`src/assert_macros.svh`:
```
// ----------------------------------------------------------------------------
// assert_macros.svh
// Concurrent assertion macros shared by the RTL; empty when SYNTH is set.
// ----------------------------------------------------------------------------
`ifndef ASSERT_MACROS_SVH
`define ASSERT_MACROS_SVH

`ifndef SYNTH
// Checked on every rising clk edge, switched off while reset is asserted
`define SEC_ASSERT(lbl, prop, msg) \
    lbl: assert property (@(posedge clk) disable iff (!rst_n) (prop)) else $error(msg);
// Checked on every rising clk edge, reset included
`define SEC_ASSERT_ALWAYS(lbl, prop, msg) \
    lbl: assert property (@(posedge clk) (prop)) else $error(msg);
`else
`define SEC_ASSERT(lbl, prop, msg)
`define SEC_ASSERT_ALWAYS(lbl, prop, msg)
`endif

`endif

```
`src/sec_pkg.sv`:
```
// ----------------------------------------------------------------------------
// sec_pkg
// Widths, register map, event codes and the event bundle type.
// ----------------------------------------------------------------------------
package sec_pkg;

    // Sample widths
    localparam int LIGHT_WIDTH    = 12;
    localparam int DISTANCE_WIDTH = 10;
    localparam int LHYST_WIDTH    = LIGHT_WIDTH - 1;
    localparam int HOUR_WIDTH     = 5;
    localparam int CFG_DATA_WIDTH = (LIGHT_WIDTH > DISTANCE_WIDTH) ? LIGHT_WIDTH
                                                                   : DISTANCE_WIDTH;

    // Register map
    typedef enum logic [1:0] {
        REG_DARK_THRESHOLD   = 2'd0,
        REG_LIGHT_HYSTERESIS = 2'd1,
        REG_NEAR_LIMIT       = 2'd2,
        REG_DIST_HYSTERESIS  = 2'd3
    } cfg_reg_t;

    localparam logic [LIGHT_WIDTH-1:0]    DARK_THRESHOLD_RST = LIGHT_WIDTH'(2048);
    localparam logic [LHYST_WIDTH-1:0]    LIGHT_HYST_RST     = LHYST_WIDTH'(100);
    localparam logic [DISTANCE_WIDTH-1:0] NEAR_LIMIT_RST     = DISTANCE_WIDTH'(50);
    localparam logic [DISTANCE_WIDTH-1:0] DIST_HYST_RST      = DISTANCE_WIDTH'(10);

    // Event codes
    typedef enum logic [3:0] {
        EV_PRESS       = 4'd0,
        EV_RELEASE     = 4'd1,
        EV_BRIGHT      = 4'd2,
        EV_DARK        = 4'd3,
        EV_LEAVING     = 4'd4,
        EV_APPROACHING = 4'd5,
        EV_MORNING     = 4'd6,
        EV_AFTERNOON   = 4'd7,
        EV_EVENING     = 4'd8,
        EV_NIGHT       = 4'd9
    } event_code_t;

    // Day periods
    localparam logic [2:0] PERIOD_MORNING   = 3'd0;
    localparam logic [2:0] PERIOD_AFTERNOON = 3'd1;
    localparam logic [2:0] PERIOD_EVENING   = 3'd2;
    localparam logic [2:0] PERIOD_NIGHT     = 3'd3;
    localparam logic [2:0] PERIOD_UNKNOWN   = 3'd4;

    localparam logic [HOUR_WIDTH-1:0] HOUR_MORNING   = HOUR_WIDTH'(7);
    localparam logic [HOUR_WIDTH-1:0] HOUR_AFTERNOON = HOUR_WIDTH'(12);
    localparam logic [HOUR_WIDTH-1:0] HOUR_EVENING   = HOUR_WIDTH'(17);
    localparam logic [HOUR_WIDTH-1:0] HOUR_NIGHT     = HOUR_WIDTH'(22);

    // Events produced by one poll, in emission order
    localparam int EVENTS_MAX = 4;
    localparam int EV_IDX_W   = $clog2(EVENTS_MAX);

    typedef struct packed {
        logic [EV_IDX_W-1:0]            last_idx;
        event_code_t [EVENTS_MAX-1:0]   codes;
    } bundle_t;

    // Queue status seen by the front and back ends
    typedef struct packed {
        logic full;
        logic empty;
    } queue_status_t;

endpackage

```
`src/sec_if.sv`:
```
// ----------------------------------------------------------------------------
// sec_if
// Valid/ready channels for sensor polls and classified events.
// ----------------------------------------------------------------------------
interface sec_poll_if;
    logic                                valid;
    logic                                ready;
    logic                                touched;
    logic [sec_pkg::LIGHT_WIDTH-1:0]     light_level;
    logic [sec_pkg::DISTANCE_WIDTH-1:0]  distance_cm;
    logic                                time_valid;
    logic [sec_pkg::HOUR_WIDTH-1:0]      hour;

    modport source (output valid, touched, light_level, distance_cm, time_valid, hour,
                    input ready);
    modport sink (input valid, touched, light_level, distance_cm, time_valid, hour,
                  output ready);
endinterface

interface sec_event_if;
    logic        valid;
    logic        ready;
    logic [3:0]  event_code;
    logic        last_event;

    modport source (output valid, event_code, last_event, input ready);
    modport sink (input valid, event_code, last_event, output ready);
endinterface

```
`src/sec_front.sv`:
```
// ----------------------------------------------------------------------------
// sec_front
// Accepts polls, holds the config and sensor state, builds the event bundle.
// ----------------------------------------------------------------------------
module sec_front (
    input  logic                                 clk,
    input  logic                                 rst_n,
    sec_poll_if.sink                             poll,
    input  logic                                 cfg_we,
    input  logic [1:0]                           cfg_index,
    input  logic [sec_pkg::CFG_DATA_WIDTH-1:0]   cfg_data,
    input  sec_pkg::queue_status_t               q_status,
    output logic                                 push,
    output sec_pkg::bundle_t                     bundle
);

    localparam int LSUM_W = sec_pkg::LIGHT_WIDTH + 1;
    localparam int DSUM_W = sec_pkg::DISTANCE_WIDTH + 1;

    logic [sec_pkg::LIGHT_WIDTH-1:0]    dark_threshold_reg;
    logic [sec_pkg::LHYST_WIDTH-1:0]    light_hysteresis_reg;
    logic [sec_pkg::DISTANCE_WIDTH-1:0] near_limit_reg;
    logic [sec_pkg::DISTANCE_WIDTH-1:0] dist_hysteresis_reg;

    logic       prev_touch_reg, prev_touch_next;
    logic       ambient_dark_reg, ambient_dark_next;
    logic       user_near_reg, user_near_next;
    logic [2:0] day_period_reg, day_period_next;

    logic                              accept;
    logic [LSUM_W-1:0]                 light_lo_sum;
    logic [LSUM_W-1:0]                 light_hi_sum;
    logic [DSUM_W-1:0]                 dist_far_sum;
    logic [2:0]                        period;
    logic [2:0]                        n_events;
    sec_pkg::event_code_t [sec_pkg::EVENTS_MAX-1:0] codes;

    assign poll.ready = !q_status.full;
    assign accept     = poll.valid && poll.ready;

    // Configuration writes
    always_ff @(posedge clk or negedge rst_n)
    begin
        if (!rst_n)
        begin
            dark_threshold_reg   <= sec_pkg::DARK_THRESHOLD_RST;
            light_hysteresis_reg <= sec_pkg::LIGHT_HYST_RST;
            near_limit_reg       <= sec_pkg::NEAR_LIMIT_RST;
            dist_hysteresis_reg  <= sec_pkg::DIST_HYST_RST;
        end
        else if (cfg_we)
        begin
            case (sec_pkg::cfg_reg_t'(cfg_index))
                sec_pkg::REG_DARK_THRESHOLD:
                    dark_threshold_reg <= cfg_data[sec_pkg::LIGHT_WIDTH-1:0];
                sec_pkg::REG_LIGHT_HYSTERESIS:
                    light_hysteresis_reg <= cfg_data[sec_pkg::LHYST_WIDTH-1:0];
                sec_pkg::REG_NEAR_LIMIT:
                    near_limit_reg <= cfg_data[sec_pkg::DISTANCE_WIDTH-1:0];
                sec_pkg::REG_DIST_HYSTERESIS:
                    dist_hysteresis_reg <= cfg_data[sec_pkg::DISTANCE_WIDTH-1:0];
                default: ;
            endcase
        end
    end

    // Threshold sums, one bit wider so nothing wraps.
    // light < thr - hyst is tested as light + hyst < thr.
    assign light_lo_sum = LSUM_W'(poll.light_level) + LSUM_W'(light_hysteresis_reg);
    assign light_hi_sum = LSUM_W'(dark_threshold_reg) + LSUM_W'(light_hysteresis_reg);
    assign dist_far_sum = DSUM_W'(near_limit_reg) + DSUM_W'(dist_hysteresis_reg);

    // Hour to period
    always_comb
    begin
        if (poll.hour inside {[sec_pkg::HOUR_MORNING : sec_pkg::HOUR_AFTERNOON - 1'b1]})
            period = sec_pkg::PERIOD_MORNING;
        else if (poll.hour inside {[sec_pkg::HOUR_AFTERNOON : sec_pkg::HOUR_EVENING - 1'b1]})
            period = sec_pkg::PERIOD_AFTERNOON;
        else if (poll.hour inside {[sec_pkg::HOUR_EVENING : sec_pkg::HOUR_NIGHT - 1'b1]})
            period = sec_pkg::PERIOD_EVENING;
        else
            period = sec_pkg::PERIOD_NIGHT;
    end

    // Classify: events are packed in fixed order touch, light, distance, period
    always_comb
    begin
        n_events          = '0;
        codes             = '{default: sec_pkg::EV_PRESS};
        prev_touch_next   = prev_touch_reg;
        ambient_dark_next = ambient_dark_reg;
        user_near_next    = user_near_reg;
        day_period_next   = day_period_reg;

        if (poll.touched != prev_touch_reg)
        begin
            codes[n_events[sec_pkg::EV_IDX_W-1:0]] = poll.touched ? sec_pkg::EV_PRESS
                                                                  : sec_pkg::EV_RELEASE;
            n_events        = n_events + 3'd1;
            prev_touch_next = poll.touched;
        end

        if (ambient_dark_reg)
        begin
            if (light_lo_sum < LSUM_W'(dark_threshold_reg))
            begin
                codes[n_events[sec_pkg::EV_IDX_W-1:0]] = sec_pkg::EV_BRIGHT;
                n_events          = n_events + 3'd1;
                ambient_dark_next = 1'b0;
            end
        end
        else if (LSUM_W'(poll.light_level) > light_hi_sum)
        begin
            codes[n_events[sec_pkg::EV_IDX_W-1:0]] = sec_pkg::EV_DARK;
            n_events          = n_events + 3'd1;
            ambient_dark_next = 1'b1;
        end

        // Zero distance means a lost echo
        if (poll.distance_cm != '0)
        begin
            if (user_near_reg)
            begin
                if (DSUM_W'(poll.distance_cm) > dist_far_sum)
                begin
                    codes[n_events[sec_pkg::EV_IDX_W-1:0]] = sec_pkg::EV_LEAVING;
                    n_events       = n_events + 3'd1;
                    user_near_next = 1'b0;
                end
            end
            else if (poll.distance_cm <= near_limit_reg)
            begin
                codes[n_events[sec_pkg::EV_IDX_W-1:0]] = sec_pkg::EV_APPROACHING;
                n_events       = n_events + 3'd1;
                user_near_next = 1'b1;
            end
        end

        if (poll.time_valid && (period != day_period_reg))
        begin
            case (period)
                sec_pkg::PERIOD_MORNING:
                    codes[n_events[sec_pkg::EV_IDX_W-1:0]] = sec_pkg::EV_MORNING;
                sec_pkg::PERIOD_AFTERNOON:
                    codes[n_events[sec_pkg::EV_IDX_W-1:0]] = sec_pkg::EV_AFTERNOON;
                sec_pkg::PERIOD_EVENING:
                    codes[n_events[sec_pkg::EV_IDX_W-1:0]] = sec_pkg::EV_EVENING;
                default:
                    codes[n_events[sec_pkg::EV_IDX_W-1:0]] = sec_pkg::EV_NIGHT;
            endcase
            n_events        = n_events + 3'd1;
            day_period_next = period;
        end
    end

    assign push            = accept && (n_events != '0);
    assign bundle.codes    = codes;
    assign bundle.last_idx = sec_pkg::EV_IDX_W'(n_events - 3'd1);

    // Sensor state advances on every accepted poll
    always_ff @(posedge clk or negedge rst_n)
    begin
        if (!rst_n)
        begin
            prev_touch_reg   <= 1'b0;
            ambient_dark_reg <= 1'b0;
            user_near_reg    <= 1'b0;
            day_period_reg   <= sec_pkg::PERIOD_UNKNOWN;
        end
        else if (accept)
        begin
            prev_touch_reg   <= prev_touch_next;
            ambient_dark_reg <= ambient_dark_next;
            user_near_reg    <= user_near_next;
            day_period_reg   <= day_period_next;
        end
    end

endmodule

```
`src/sec_queue.sv`:
```
// ----------------------------------------------------------------------------
// sec_queue
// Two-entry queue of event bundles between the front and back ends.
// ----------------------------------------------------------------------------
module sec_queue (
    input  logic                    clk,
    input  logic                    rst_n,
    input  logic                    push,
    input  sec_pkg::bundle_t        wdata,
    input  logic                    pop,
    output sec_pkg::bundle_t        rdata,
    output sec_pkg::queue_status_t  status
);

    sec_pkg::bundle_t entries [2];
    logic       wr_ptr_reg;
    logic       rd_ptr_reg;
    logic [1:0] count_reg;

    assign status.full  = (count_reg == 2'd2);
    assign status.empty = (count_reg == 2'd0);
    assign rdata        = entries[rd_ptr_reg];

    // Storage
    always_ff @(posedge clk)
    begin
        if (push)
            entries[wr_ptr_reg] <= wdata;
    end

    // Pointers and fill count
    always_ff @(posedge clk or negedge rst_n)
    begin
        if (!rst_n)
        begin
            wr_ptr_reg <= 1'b0;
            rd_ptr_reg <= 1'b0;
            count_reg  <= 2'd0;
        end
        else
        begin
            if (push)
                wr_ptr_reg <= !wr_ptr_reg;
            if (pop)
                rd_ptr_reg <= !rd_ptr_reg;
            case ({push, pop})
                2'b10:   count_reg <= count_reg + 2'd1;
                2'b01:   count_reg <= count_reg - 2'd1;
                default: count_reg <= count_reg;
            endcase
        end
    end

endmodule

```
`src/sec_back.sv`:
```
// ----------------------------------------------------------------------------
// sec_back
// Walks the head bundle one event per cycle into the output register, holding while events.ready is low.
// ----------------------------------------------------------------------------
module sec_back (
    input  logic                    clk,
    input  logic                    rst_n,
    input  sec_pkg::bundle_t        head,
    input  sec_pkg::queue_status_t  q_status,
    output logic                    pop,
    sec_event_if.source             events
);

    logic                         valid_reg;
    logic [3:0]                   code_reg;
    logic                         last_reg;
    logic [sec_pkg::EV_IDX_W-1:0] idx_reg;

    logic out_free;
    logic load;
    logic is_last;

    assign out_free = !valid_reg || events.ready;
    assign load     = out_free && !q_status.empty;
    assign is_last  = (idx_reg == head.last_idx);
    assign pop      = load && is_last;

    // Output valid and walk index
    always_ff @(posedge clk or negedge rst_n)
    begin
        if (!rst_n)
        begin
            valid_reg <= 1'b0;
            idx_reg   <= '0;
        end
        else if (out_free)
        begin
            valid_reg <= !q_status.empty;
            if (load)
                idx_reg <= is_last ? '0 : idx_reg + 1'b1;
        end
    end

    // Output payload
    always_ff @(posedge clk)
    begin
        if (load)
        begin
            code_reg <= head.codes[idx_reg];
            last_reg <= is_last;
        end
    end

    assign events.valid      = valid_reg;
    assign events.event_code = code_reg;
    assign events.last_event = last_reg;

endmodule

```
`src/sensor_event_classifier_core.sv`:
```
// ----------------------------------------------------------------------------
// sensor_event_classifier_core
// Sensor poll classifier: touch, light, proximity and day-period events.
// ----------------------------------------------------------------------------
// Usage:
//   poll   : valid/ready sink, one transaction per sensor poll.
//   events : valid/ready source, zero to four transactions per poll, in order
//            touch, light, distance, period; last_event marks the final one.
//   cfg_*  : write-only register port, written while the block is idle.
// Path: the first event of a poll is written into the bundle queue, then loaded
//   into the output register once that register is free, and appears from there.
// Throughput: a poll is accepted every cycle while the two-entry bundle queue
//   has room; the output register drains one event per cycle while events.ready is high.
// Reset: config registers take their default values, the touch, dark and
//   near flags clear and the day period becomes unknown, so the first valid
//   hour always produces a period event. Queue and output are emptied.
// Stall: while events.ready is low the output holds, the queue fills, and
//   poll.ready drops once both queue entries are taken.
// ----------------------------------------------------------------------------
`include "assert_macros.svh"

module sensor_event_classifier_core (
    input  logic                                clk,
    input  logic                                rst_n,
    sec_poll_if.sink                            poll,
    sec_event_if.source                         events,
    input  logic                                cfg_we,
    input  logic [1:0]                          cfg_index,
    input  logic [sec_pkg::CFG_DATA_WIDTH-1:0]  cfg_data
);

    logic                    push;
    logic                    pop;
    sec_pkg::bundle_t        wr_bundle;
    sec_pkg::bundle_t        head_bundle;
    sec_pkg::queue_status_t  q_status;

    // Front end: accept and classify
    sec_front u_front (
        .clk       (clk),
        .rst_n     (rst_n),
        .poll      (poll),
        .cfg_we    (cfg_we),
        .cfg_index (cfg_index),
        .cfg_data  (cfg_data),
        .q_status  (q_status),
        .push      (push),
        .bundle    (wr_bundle)
    );

    // Bundle queue
    sec_queue u_queue (
        .clk    (clk),
        .rst_n  (rst_n),
        .push   (push),
        .wdata  (wr_bundle),
        .pop    (pop),
        .rdata  (head_bundle),
        .status (q_status)
    );

    // Back end: serialize events
    sec_back u_back (
        .clk      (clk),
        .rst_n    (rst_n),
        .head     (head_bundle),
        .q_status (q_status),
        .pop      (pop),
        .events   (events)
    );

    // Checks
    `SEC_ASSERT(a_no_push_full, push |-> !q_status.full, "bundle pushed into full queue")
    `SEC_ASSERT(a_no_pop_empty, pop |-> !q_status.empty, "bundle popped from empty queue")
    `SEC_ASSERT_ALWAYS(a_status_sane, !(q_status.full && q_status.empty),
                       "queue reports full and empty")
    `SEC_ASSERT(a_load_from_queue, $rose(events.valid) |-> $past(!q_status.empty),
                "event shown with no bundle queued")

endmodule
```
`src/flat_wrapper.sv`:
```
// flat-port wrapper written by rule: the top's interface ports become plain ports
module sensor_event_classifier_core_flat 
  (clk, rst_n, cfg_we, cfg_index, cfg_data, poll_valid, poll_touched, poll_light_level, poll_distance_cm, poll_time_valid, poll_hour, poll_ready, events_valid, events_event_code, events_last_event, events_ready);
  sec_poll_if poll_i ();
  sec_event_if events_i ();
  input  logic clk;
  input  logic rst_n;
  input  logic cfg_we;
  input  logic [1:0] cfg_index;
  input  logic [sec_pkg::CFG_DATA_WIDTH-1:0] cfg_data;
  input wire logic [$bits(poll_i.valid)-1:0] poll_valid;
  input wire logic [$bits(poll_i.touched)-1:0] poll_touched;
  input wire logic [$bits(poll_i.light_level)-1:0] poll_light_level;
  input wire logic [$bits(poll_i.distance_cm)-1:0] poll_distance_cm;
  input wire logic [$bits(poll_i.time_valid)-1:0] poll_time_valid;
  input wire logic [$bits(poll_i.hour)-1:0] poll_hour;
  output wire logic [$bits(poll_i.ready)-1:0] poll_ready;
  output wire logic [$bits(events_i.valid)-1:0] events_valid;
  output wire logic [$bits(events_i.event_code)-1:0] events_event_code;
  output wire logic [$bits(events_i.last_event)-1:0] events_last_event;
  input wire logic [$bits(events_i.ready)-1:0] events_ready;
  assign poll_i.valid = poll_valid;
  assign poll_i.touched = poll_touched;
  assign poll_i.light_level = poll_light_level;
  assign poll_i.distance_cm = poll_distance_cm;
  assign poll_i.time_valid = poll_time_valid;
  assign poll_i.hour = poll_hour;
  assign poll_ready = poll_i.ready;
  assign events_valid = events_i.valid;
  assign events_event_code = events_i.event_code;
  assign events_last_event = events_i.last_event;
  assign events_i.ready = events_ready;
  sensor_event_classifier_core u_core (.clk(clk), .rst_n(rst_n), .poll(poll_i), .events(events_i), .cfg_we(cfg_we), .cfg_index(cfg_index), .cfg_data(cfg_data));
endmodule
```
`config.mk`:
```
export PLATFORM = sky130hd
export DESIGN_NAME = sensor_event_classifier_core_flat
export DESIGN_NICKNAME = d
export VERILOG_FILES = /design/src/sec_pkg.sv /design/src/sec_if.sv /design/src/sec_front.sv /design/src/sec_queue.sv /design/src/sec_back.sv /design/src/sensor_event_classifier_core.sv /design/src/flat_wrapper.sv
export VERILOG_INCLUDE_DIRS = /design/src /design/src/src
export SDC_FILE = /design/constraint.sdc
export NUM_CORES = 1
export LEC_CHECK = 0
export BUFFER_PORTS_ARGS = -buffer_cell sky130_fd_sc_hd__buf_4
export CAP_MARGIN = 5
export CORE_MARGIN = 10
export CORE_UTILIZATION = 40
export DETAILED_ROUTE_END_ITERATION = 12
export GPL_ROUTABILITY_DRIVEN = 0
export PLACE_DENSITY_LB_ADDON = 0.25
export RECOVER_POWER = 100
export SYNTH_ARGS = -nofsm -noshare
export SYNTH_HDL_FRONTEND = slang
export SYNTH_SLANG_ARGS = --single-unit
```
`constraint.sdc`:
```
create_clock -name clk -period 17.1 [get_ports clk]
set_clock_uncertainty 0.2 [all_clocks]
set_input_delay 3.42 -clock clk [delete_from_list [all_inputs] [get_ports clk]]
set_output_delay 3.42 -clock clk [all_outputs]
set_load 0.005 [all_outputs]
```
==> summary.txt, run 1 <==
Die
  – Initial core utilization: 0.4110
  – Num rows: between 40 and 50
  – Die Ht: around 150 um
  – Ports: 55
  – Chip Width: 151.0 um
  – Die area: ~23000 sq um
  – Floorplan core area: roughly 17000 sq um

Synthesis
  – Number of synthesized flops with an enable pin: 41
  – Post-synth ARST share: 0.5773
  – Synth cell types: 68
  – Syn Inst Count: around 650
  – Synth Net Count: ~780
  – Mapped cell area: between 6000 and 7000 sq um
  – Avg Cell Area, Syn: about 11 sq um
  – YS warnings: 0
  – Share of the yosys chip area belonging to registers: 0.3853
  – #FFs+latches synth: between 90 and 100
  – Main synth FF type: dfrtp_1

Critical path
  – Worst endpoint data arrival time: 10.37 ns
  – CP most frequent cell: ha_1
  – Worst Setup Start Kind: input pin
  – Setup crit end kind: register
  – Slowest stage cell on the critical path: clkbuf_1
  – Setup slack, reg-to-reg: approximately 9.3 ns
  – Reg2reg end: u_core.u_queue.entries[1][7]
  – RR Startpoint: u_core.u_front.light_hysteresis_reg[0]
  – Required @ worst endpoint: about 17 ns
  – CP Class: input pin to register
  – Worst path max stage delay: around 0.77 ns
  – CP max FO: 18
  – Worst Reg2Reg Path Length in Cells: 28

Worst hold path
  – Hold Crit Endpoint: u_core.u_front.day_period_reg[2]
  – Min-delay worst type: register to register
  – Worst Hold Depth: 1
  – Hold_sp: u_core.u_front.day_period_reg[2]

Run
  – Max Cap Violations: 1

Global routing
  – Total Routing Usage GR: 0.1360
  – Grt ovf: 0
  – Via count of the first global-routing pass: roughly 5000
  – Initial antenna violation count: 0
  – First-pass GRT wire length: between 20000 and 25000 um
  – Largest net degree at the start of global routing: 57

Drt
  – Final ANT Viol Nets: 0
  – Pre-antenna DRT Iters: 4
  – # DRC: 0
  – Via-per-instance ratio: around 5.3
  – Initial DRC Count: about 220
  – DR WL/cell: between 15 and 20 um
  – Vias: 4957
  – Post-Route WL: about 15000 um

STA
  – Worst-margin pin slew: around 3 ns
  – Setup TNS: 0 ns
  – Pins Over Slew Limit: 57
  – Setup repair after global routing missed its margin: false
  – Final Hold Viols: 0
  – Max Fclk: between 90 and 100 MHz
  – Worst slew margin relative to its limit: -1.021
  – Final period util: 0.6202
  – Tmin final: 10.60 ns
  – # setup viols final: 0

Clock tree
  – Root buffer cell: clkbuf_16
  – # H-tree levels: 3
  – CTS sink cnt: 97
  – CTS Hold Bufs: 0
  – CTS tree: yes
  – Post CTS Setup Buffer Count: 0
  – CTS max path bufs: 2
  – Clock Pin Slew Worst Setup and Hold Paths: roughly 0.08 ns
  – Resize count post-CTS: 0
  – Worst-Skew Late Latency: roughly 0.35 ns
  – CTS buffer count: 9

Place
  – Placed wire-length estimate: 12050 um
  – Number of I/O port buffers: 54

Final layout
  – Layout cell share with drive strength beyond 1: 0.1907
  – Largest register FFs: 36
  – Layout Nets: 840
  – Final Util: 0.4649
  – N_diodes: 0
  – Area growth from synthesis to layout: 13.12%

Power and ir drop
  – Design Power: 0.001368 W
  – Pwr per Cell Area: roughly 180 nW/um^2
  – Leak: ~3.4 nW
  – VDD IR max: a little over 80 uV

Status
  – Status: complete, but fails checks
  – Failing checks: max-capacitance violations, max-slew violations
[report_power, final]
group          internal (W)  switching, W
sequential         0.000386     0.0000548
clock              0.000118     0.0000954
combinational      0.000319      0.000395
total              0.000823      0.000545
[metrics by stage]
| stage | cell area (sq um) | worst slack (ns) | instances | hold slack [ns] |
|---|---|---|---|---|
| detailed placement | 7521 | 6.840 | 912 | 0.2785 |
| global route | 7765 | 5.854 | 928 | 0.2894 |
| finish | 7765 | 6.495 | 928 | 0.2879 |
| CTS | 7840 | 7.200 | 928 | 0.2878 |
| global placement | 7521 | 7.056 | 912 | 0.2733 |
| floorplan | 6864 | 7.233 | 646 | 0.2644 |
[routing by layer]
metal  track usage  wire length, um  up-vias
li1              -                -     2480
met3       0.02983              561       24
met5             0                0        -
met1        0.1713             6801     2370
met4       0.03513              267        0
met2        0.2307             7338       83
[layout by cell type (no fill, tap or decap), types with 7 or more instances in the layout]
cell type and n:
a21oi_1 40, edfxtp_1 41, clkbuf_1 11, inv_1 49, xor2_1 11, nand2b_1 11
mux4_2 8, clkbuf_16 9, xnor2_1 22, nand3_1 15, buf_4 40, nand2_1 40
nor2b_1 12, ha_1 86, dfrtp_1 46, a21o_1 12, mux2i_1 7, dfstp_2 10
mux2_2 40, nand4_1 8, nor2_1 38, o21ai_0 36
[worst max path at each step]
stage                              startpoint                            to  slack (ns)  cells after the start
final                     poll_light_level[0]  u_core.u_queue.entries[1][7]        6.50                     29
after global routing      poll_light_level[0]  u_core.u_queue.entries[0][3]        5.85                     29
after CTS                 poll_light_level[0]   u_core.u_queue.count_reg[1]        7.20                     30
after detailed placement  poll_light_level[0]   u_core.u_queue.count_reg[1]        6.84                     30
after global placement    poll_light_level[0]   u_core.u_queue.count_reg[1]        7.06                     30
after floorplan           poll_light_level[0]  u_core.u_queue.entries[1][0]        7.23                     27
[logic make-up after synthesis]
logic type               Yosys count  synth area share
AO/OA/AOI/OAI                    137            0.1300
multiplexers                      61            0.1141
flip-flops                        97            0.3853
AND/OR/NAND/NOR                  169            0.1287
buffers and inverters             60           0.03427
XOR/XNOR                          33           0.04211
adder cells (fa/ha/maj)           89            0.1655
[critical path, delay by kind of cell]
| kind | cells | cell delay, ns |
|---|---|---|
| AO/OA/AOI/OAI | 11 | 2.50 |
| adder cells (fa/ha/maj) | 7 | 2.03 |
| buffers and inverters | 4 | 1.17 |
| multiplexers | 2 | 0.74 |
| AND/OR/NAND/NOR | 5 | 0.50 |
[cell usage after synthesis (4+ instances only)]
cell,instances,area [sq um]
nand2b_1,11,68.82
xor2_1,11,96.34
nand3_1,15,75.07
or2_2,6,37.54
a21oi_1,40,200.2
mux2_2,42,473.0
o21a_1,5,37.54
nor2_1,38,142.6
mux2i_1,5,50.05
mux4_2,8,180.2
nand2_1,39,146.4
dfstp_2,10,262.8
o21bai_1,5,37.54
xnor2_1,22,192.7
or3_1,4,25.02
a21o_1,12,90.09
ha_1,86,1076
a211oi_1,6,45.04
nand4_1,8,50.05
edfxtp_1,41,1231
nor3_1,6,30.03
and2_1,8,50.05
o21ai_0,35,175.2
and3_1,4,25.02
inv_1,49,183.9
nor4_1,6,37.54
nor2b_1,12,75.07
dfrtp_1,46,1151
clkbuf_1,7,26.28
[cell type report]
cell class              count  area (sq um)
clock buffers               9         225.2
clock inverters             7         93.84
fillers                  1582          8936
inverters                  49         183.9
multi-input cells         489          3955
flip-flops and latches     97          2645
well taps                 220         275.3
repair buffers             57         386.6
Power figures use the tool's default switching activity.
==> inputs of run 2 (changes only) <==
- ABC_AREA: unset -> 1
- clock period: 17.1 -> 8.63 ns (I/O delays scaled with it)
==> summary.txt, run 2 <==
Synthesis
  – Post-Synth XOR/XNOR Area: 0.04276
  – Post-Synth Simple-Gate Area: 0.2174
  – Adder-cell share of the synthesized area: 0.1631
  – Share of the yosys chip area belonging to registers: 0.3798
  – Syn Inst Count: about 860
  – Most common cell in the netlist: nand2_1
  – Top cells by count, synth: nand2_1, inv_1, ha_1
  – YS warnings: 0
  – Post-synth ARST share: 0.5773
  – Synth cell types: 44
  – Combinational family with the most area after synthesis: simple AND/OR/NAND/NOR gates
  – Post-synthesis mux area share: 0
  – Main synth FF type: dfrtp_1
  – Number of synthesized flops with an enable pin: around 40
  – Mapped cell area: 6964 sq um
  – Synth top area cells: edfxtp_1, dfrtp_1, ha_1
  – Complex-gate fraction of the synthesized area: 0.1204
  – Synth Net Count: 994
  – #FFs+latches synth: 97
  – Synth top area share: 0.1768
  – Avg Cell Area, Syn: around 8 sq um
  – Synth area leader: edfxtp_1

Critical path
  – CP max FO: 18
  – CP startpoint: poll_light_level[0]
  – Worst Setup EP: u_core.u_queue.entries[0][13]
  – Setup crit end kind: register
  – Worst path max stage delay: 0.53 ns
  – CP Class: input pin to register
  – Slowest stage cell on the critical path: inv_1
  – RR Startpoint: u_core.u_front.light_hysteresis_reg[2]
  – Worst Setup Start Kind: input pin
  – Worst Reg2Reg Path Length in Cells: 35
  – Setup slack, reg-to-reg: 2.07 ns
  – Reg2reg end: u_core.u_queue.entries[0][13]
  – Required @ worst endpoint: about 8.4 ns
  – Worst endpoint data arrival time: 7.12 ns
  – CP most frequent cell: nand2_1

Final layout
  – Layout Nets: 1048
  – N_diodes: 0
  – Filler cells: 1748
  – Area growth from synthesis to layout: 12.15%
  – Commonest non-fill, non-tap cell in the layout: nand2_1
  – Largest register FFs: 36
  – Post-route insts no fill: 1141
  – Commonest non-fill, non-tap cells in the layout: nand2_1, inv_1, ha_1, o21ai_0, nor2_1
  – Layout cell share with drive strength beyond 1: 0.1124

Global routing
  – Total Routing Usage GR: 0.1292
  – Largest net degree at the start of global routing: 57
  – Grt ovf: 0
  – First-pass GRT wire length: ~26000 um
  – Via count of the first global-routing pass: about 5300
  – Initial antenna violation count: 0

Run
  – Max Cap Violations: 1

Place
  – Placed wire-length estimate: 11960 um
  – Placed cells: around 1100
  – Number of I/O port buffers: 54

STA
  – Max Fclk: ~140 MHz
  – Pins Over Slew Limit: 57
  – Worst slew margin relative to its limit: -0.9608
  – Final Hold Viols: 0
  – Min Hold Slack: 0.2589 ns
  – Final period util: 0.8506
  – Setup repair after global routing missed its margin: false
  – Tmin final: about 7.3 ns
  – Setup TNS: 0 ns
  – # setup viols final: 0
  – Worst-margin pin slew: approximately 3 ns

Clock tree
  – CTS buffer count: 9
  – CTS max path bufs: 2
  – CTS Hold Bufs: 0
  – Root buffer cell: clkbuf_16
  – Resize count post-CTS: 0
  – Post CTS Setup Buffer Count: 0
  – Clock Pin Slew Worst Setup and Hold Paths: approximately 0.07 ns
  – Worst-Skew Late Latency: ~0.35 ns
  – CTS sink cnt: between 90 and 100
  – CTS tree: yes
  – # H-tree levels: 3

Status
  – Failing checks: max-capacitance violations, max-slew violations
  – Status: complete, but fails checks

Drt
  – Initial DRC Count: ~230
  – Vias: 5436
  – DR WL/cell: 12.88 um
  – # DRC: 0
  – Pre-antenna DRT Iters: 5
  – Final ANT Viol Nets: 0
  – Post-Route WL: ~15000 um
  – Via-per-instance ratio: 4.764

Die
  – Chip Width: approximately 150 um
  – Floorplan core area: 17180 sq um
  – Num rows: 48
  – Initial core utilization: 0.4054
  – Die Ht: ~150 um
  – Ports: 55
  – Die area: approximately 23000 sq um

Power and ir drop
  – VDD IR max: 178.8 uV
  – Leak: a little under 4 nW
  – Pwr per Cell Area: slightly above 300 nW/um^2

Worst hold path
  – Min-delay worst type: register to register
## run 2: cell count changes after synthesis, sizes merged, moves of 13 or more
cell and change:
nor2 +40, mux2 -46, nand3 +16, nand2 +162, o21ai +45, xor2 +13
inv +80, a21oi +13
## run 2: kinds of logic (layout without fill, tap and decap cells)
| group | Yosys count | count (layout) |
|---|---|---|
| AO/OA/AOI/OAI | 158 | 158 |
| XOR/XNOR | 34 | 34 |
| adder cells (fa/ha/maj) | 89 | 89 |
| buffers and inverters | 142 | 201 |
| flip-flops | 97 | 97 |
| AND/OR/NAND/NOR | 337 | 337 |
## run 2: area by class of cell
class	instances	area (sq um)	share of cell area
sequential	97	2645	0.3387
clock inverter	6	52.55	0.006729
timing repair buffer	55	401.6	0.05143
inverter	130	488.0	0.06248
clock buffer	10	229.0	0.02932
tap	225	281.5	0.03605
multi-input combinational	618	3712	0.4753
## run 2: worst min path at each step
stage | startpoint | endpoint | depth (start not counted)
final | u_core.u_front.day_period_reg[2] | u_core.u_front.day_period_reg[2] | 2
after CTS | u_core.u_queue.wr_ptr_reg | u_core.u_queue.wr_ptr_reg | 2
after global placement | u_core.u_queue.wr_ptr_reg | u_core.u_queue.wr_ptr_reg | 2
after floorplan | u_core.u_queue.wr_ptr_reg | u_core.u_queue.wr_ptr_reg | 2
after global routing | u_core.u_front.day_period_reg[2] | u_core.u_front.day_period_reg[2] | 2
after detailed placement | u_core.u_queue.wr_ptr_reg | u_core.u_queue.wr_ptr_reg | 2
## run 2: power breakdown
part	switching, W	total [W]	internal [W]
Sequential	0.0000910	0.000798	0.000707
Clock	0.000180	0.000380	0.000200
Combinational	0.000746	0.00120	0.000451
## run 2: routing by layer
layer | share of wire | vias up | GRT usage
li1 | - | 2917 | -
met4 | 0.015 | 0 | 0.03622
met5 | 0 | - | 0
met3 | 0.026 | 15 | 0.02202
met2 | 0.43 | 71 | 0.1978
met1 | 0.53 | 2433 | 0.1824
## run 2: worst max-delay path, delay by kind of cell
family | cells | cell delay [ns]
AND/OR/NAND/NOR | 14 | 1.14
adder cells (fa/ha/maj) | 7 | 1.93
buffers and inverters | 8 | 1.01
AO/OA/AOI/OAI | 6 | 1.18
XOR/XNOR | 1 | 0.12
## run 2: stage by stage
step	setup WS, ns	util	area (sq um)	power (W)
global placement	1.384	0.4433	7614	0.002030
finish	1.289	0.4547	7810	0.002376
detailed placement	1.224	0.4433	7614	0.002056
floorplan	1.535	-	6964	0.001736
global route	0.6437	0.4547	7810	0.002629
CTS	1.576	0.4596	7895	0.002444
